[src/hw/rtl/trs_pkg.sv]
`default_nettype none

package trs_pkg;

  localparam int TRS_TENSOR_DEPTH = 4096;
  localparam int TRS_BATCH_DEPTH  = 256;

  localparam int TRS_KIND_W   = 2;
  localparam int TRS_POS_W    = 12;
  localparam int TRS_VAL_W    = 64;
  localparam int TRS_STRIDE_W = 13;
  localparam int TRS_BSIZE_W  = 9;
  localparam int TRS_LEN_W    = 13;
  localparam int TRS_STATUS_W = 2;
  localparam int TRS_CFG_W    = 2;

  localparam logic [TRS_KIND_W-1:0] KIND_LEN  = 2'd0;
  localparam logic [TRS_KIND_W-1:0] KIND_ELEM = 2'd1;
  localparam logic [TRS_KIND_W-1:0] KIND_READ = 2'd2;

  localparam logic [TRS_STATUS_W-1:0] ST_OK      = 2'd0;
  localparam logic [TRS_STATUS_W-1:0] ST_BAD_LEN = 2'd1;
  localparam logic [TRS_STATUS_W-1:0] ST_BAD_POS = 2'd2;

  localparam logic [TRS_CFG_W-1:0] CFG_INNER_STRIDE = 2'd0;
  localparam logic [TRS_CFG_W-1:0] CFG_SEQ_SIZE     = 2'd1;
  localparam logic [TRS_CFG_W-1:0] CFG_BATCH_STRIDE = 2'd2;
  localparam logic [TRS_CFG_W-1:0] CFG_BATCH_SIZE   = 2'd3;

  typedef struct packed {
    logic                    start;
    logic [TRS_POS_W-1:0]    dividend;
    logic [TRS_STRIDE_W-1:0] divisor;
  } div_req_t;

  typedef struct packed {
    logic                    done;
    logic [TRS_POS_W-1:0]    quot;
    logic [TRS_STRIDE_W-1:0] rem;
  } div_rsp_t;

endpackage

`default_nettype wire

[src/hw/rtl/trs_div.sv]
`default_nettype none

module trs_div (
  input  wire logic              clk,
  input  wire logic              rst,
  input  wire trs_pkg::div_req_t req,
  output trs_pkg::div_rsp_t      rsp
);
  import trs_pkg::*;

  localparam int CNT_W = $clog2(TRS_POS_W);
  localparam logic [CNT_W-1:0] LAST = CNT_W'(TRS_POS_W - 1);

  logic                    busy;
  logic                    done;
  logic [CNT_W-1:0]        cnt;
  logic [TRS_POS_W-1:0]    quot;
  logic [TRS_STRIDE_W-1:0] rem;
  logic [TRS_STRIDE_W-1:0] divisor;
  logic [TRS_STRIDE_W:0]   trial;
  logic [TRS_STRIDE_W:0]   diff;
  logic                    fits;

  // restoring division, one quotient bit per cycle
  assign trial = {rem, quot[TRS_POS_W-1]};
  assign fits  = trial >= {1'b0, divisor};
  assign diff  = trial - {1'b0, divisor};

  always_ff @(posedge clk) begin
    if (rst) begin
      busy <= 1'b0;
      done <= 1'b0;
      cnt  <= '0;
    end else begin
      done <= 1'b0;
      if (busy) begin
        cnt <= cnt + CNT_W'(1);
        if (cnt == LAST) begin
          busy <= 1'b0;
          done <= 1'b1;
        end
      end else if (req.start) begin
        busy <= 1'b1;
        cnt  <= '0;
      end
    end
  end

  always_ff @(posedge clk) begin
    if (!busy && req.start) begin
      quot    <= req.dividend;
      rem     <= '0;
      divisor <= req.divisor;
    end else if (busy) begin
      quot <= {quot[TRS_POS_W-2:0], fits};
      rem  <= fits ? diff[TRS_STRIDE_W-1:0] : trial[TRS_STRIDE_W-1:0];
    end
  end

  assign rsp.done = done;
  assign rsp.quot = quot;
  assign rsp.rem  = rem;

endmodule

`default_nettype wire

[config.mk]
export PLATFORM = sky130hd
export DESIGN_NAME = trs_div
export DESIGN_NICKNAME = d
export VERILOG_FILES = /design/src/hw/rtl/trs_pkg.sv /design/src/hw/rtl/trs_div.sv
export SDC_FILE = /design/constraint.sdc
export NUM_CORES = 1
export LEC_CHECK = 0
export BUFFER_PORTS_ARGS = -buffer_cell sky130_fd_sc_hd__buf_2
export CAP_MARGIN = 20
export CORE_MARGIN = 4
export CORE_UTILIZATION = 45
export CTS_CLUSTER_DIAMETER = 150
export CTS_CLUSTER_SIZE = 14
export DETAILED_ROUTE_END_ITERATION = 8
export PLACE_DENSITY = 0.68
export SLEW_MARGIN = 40
export SYNTH_ARGS = -nofsm -noshare
export SYNTH_HDL_FRONTEND = slang
export SYNTH_SLANG_ARGS = --single-unit
[constraint.sdc]
create_clock -name clk -period 4.6 [get_ports clk]
set_input_delay 0.23 -clock clk [delete_from_list [all_inputs] [get_ports clk]]
set_output_delay 0.23 -clock clk [all_outputs]
set_load 0.05 [all_outputs]
==> results.tsv <==
metric	value	unit
status	finished clean	
worst rel slew slack	0.5074	
Worst Hold Class	primary input to flop	
Max stage delay on crit path	440	ps
min cycle time layout	2987	ps
clock-pin slew on the worst setup and hold paths	90	ps
Die Height	81.84	um
WL/cell	14.67	um
Clock Latency Late Sink	300	ps
GRT Overall Usage	0.1707	
CTS tree	done	
clock root cell	clkbuf_8	
Mapped Cells	233	
Max VDD drop	0.3116	mV
Buf/Inv on CP	2	
syn_nets	276	
worst reg2reg setup slack	1610	ps
Syn Area/Cell	10.53	sq um
DRC viols	0	
post-CTS sizing	0	
synth warn	0	
Site Rows	26	
Synth Flop Type	edfxtp_1	
sequential share of the synthesized area	0.4610	
Setup TNS Final	0	ps
Die W	81.84	um
Synth cell types	52	
Worst Hold End	divisor[7]	
Die Area	6698	sq um
hold_buf cts	0	
hpwl dp	3926	um
initial antenna violation count	0	
Final Cycle Share	0.6493	
clock tree buffer depth	2	
total vias in the final route	1900	
initial core utilization	0.4714	
Top cell by count, worst path	inv_1	
post-synth top area share	0.3060	
Synth Register Bits	44	
CP max stage cell	o41ai_4	
WL final	5238	um
Filler cells	468	
Max Clock Skew	7.029	ps
Setup Buffers After CTS	0	
most frequent cell after synthesis	edfxtp_1	
Crit path depth	10	
CTS Buf Count	5	
reg2reg start	quot[11]	
Detailed Routing Iterations Pass 1	4	
H-tree lvl count	2	
number of synthesized flops with an enable pin	25	
cell family with most CP delay	compound AO/OA/AOI/OAI gates	
clk sink count	44	
P_leak	1.285	nW
Core ar.	5205	sq um
ANT nets after route	0	
ys async rst share	0	
Cell Pwr Density	653.2	nW/um^2
vias in the first global route	1780	
share of layout cells above drive strength 1	0.2927	
Avg Vias per Cell	5.322	
NumNets Final	329	
critical path class	flop to flop	
RSZ-0062 raised after global routing	no	
Commonest cells post-synth	edfxtp_1, nand2_1, dfxtp_1, inv_1	
Startpoint Class	flop	
Antenna Cells	0	
RR Endpoint	quot[0]	
hold-critical path depth	1	
I/O pin count	54	
CP Max Fanout	9	
initial DRC count	103	
HP Start	req[7]	
area leader, netlist	edfxtp_1	
WP data arrival	3040	ps
CP Capture Type	flop	
mapped cell area	2454	sq um
Peak Freq	334.8	MHz
largest net degree at the start of global routing	23	
max_cap viols	0	
Setup violations, final	0	
Final Hold Fails	0	
P&R area growth vs syn	19.63	%
fin. max-slew vios	0	
Port Buffers	53	
R2R depth	10	
post-route cell area	2935	sq um
critical-path cell list	inv_1 -> ha_1 -> inv_1 -> fa_1 -> a211oi_2 -> o21bai_2 -> o41ai_4 -> a31o_2 -> nand2_1 -> mux2_2	
first-pass GRT wire length	8659	um
GP Congestion	0.7492	
Congestion Overflow GR	0	
worst slew pin tran	737.9	ps
WP data required	4650	ps
synth top area cells	edfxtp_1, dfxtp_1, ha_1, mux2_2, nand2_1	
Placed Instance Area	2781	sq um
## area by class of cell
cell class | count | area, sq um | area share
Clock buffer | 6 | 93.84 | 0.03197
Clock inverter | 2 | 60.06 | 0.02046
Tap cell | 70 | 87.58 | 0.02984
Sequential cell | 44 | 1131 | 0.3853
Timing Repair Buffer | 54 | 272.8 | 0.09292
Inverter | 19 | 71.32 | 0.02430
Multi-Input combinational cell | 162 | 1219 | 0.4152
## metal layers
layer  GRT usage  part of all wire  up-vias
li1            -                 -      980
met2      0.2674              0.48       37
met5           0                 0        -
met3     0.04496             0.046        4
met4     0.04485            0.0084        0
met1      0.2329              0.46      879
## stage by stage
| step | utilization | hold slack, ps | power, mW | setup slack [ps] | cells |
|---|---|---|---|---|---|
| 4_1_cts | 0.5639 | 85.43 | 1.931 | 1611 | 357 |
| 3_3_place_gp | 0.5339 | 406.5 | 1.536 | 1668 | 349 |
| 2_1_floorplan | - | 299.1 | 1.329 | 1523 | 233 |
| 5_1_grt | 0.5639 | 77.83 | 2.043 | 1476 | 357 |
| 3_5_place_dp | 0.5344 | 408.1 | 1.541 | 1616 | 349 |
| 6_report | 0.5639 | 99.48 | 1.917 | 1613 | 357 |
## logic make-up after synthesis
logic type / count (synthesis) / synth area share
and+or+nand+nor: 66 / 0.1346
AOI/OAI and AO/OA: 60 / 0.1928
DFF: 44 / 0.4610
buffers and inverters: 27 / 0.04436
adders and majority gates: 15 / 0.07955
muxes: 13 / 0.05915
xor gates and xnor gates: 8 / 0.02856
## layout by cell type (no fill, tap or decap), types with 2 or more instances in the layout
master	netlist	routed
a41oi_1	3	3
nand2_1	21	21
nor2b_1	5	4
buf_2	0	53
nor3_1	5	5
clkbuf_8	0	5
a21o_1	2	2
nand2b_1	3	3
o21ai_0	7	7
a221o_1	2	2
ha_1	14	14
or3_1	2	2
a31o_2	2	2
nor2_1	12	11
edfxtp_1	25	25
o311ai_1	2	2
a311oi_1	3	3
inv_1	18	18
xnor2_1	7	7
and2_1	4	4
a21oi_1	14	14
o31ai_1	6	6
mux2_2	12	12
nand3_1	5	5
nand4_1	3	3
o211ai_1	4	4
bufinv_16	0	2
dfxtp_1	19	19
## state kept, by name, indices dropped and copies added, names as in the netlist
signal and flops:
busy 1, cnt 4, divisor 13, done 1
rem 13, quot 12
## how the worst max path moves through the flow
stage,startpoint,end
after floorplan,quot[11],quot[0]
after global placement,quot[11],quot[0]
after detailed placement,quot[11],quot[0]
after CTS,quot[11],quot[0]
after global routing,quot[11],quot[0]
final,quot[11],quot[0]
## power breakdown
part,internal (mW),switching [mW],total [mW]
combinational,0.322,0.632,0.954
clock,0.250,0.135,0.385
sequential,0.502,0.0767,0.579
total,1.07,0.844,1.92
(Power assumes the default switching activity.)
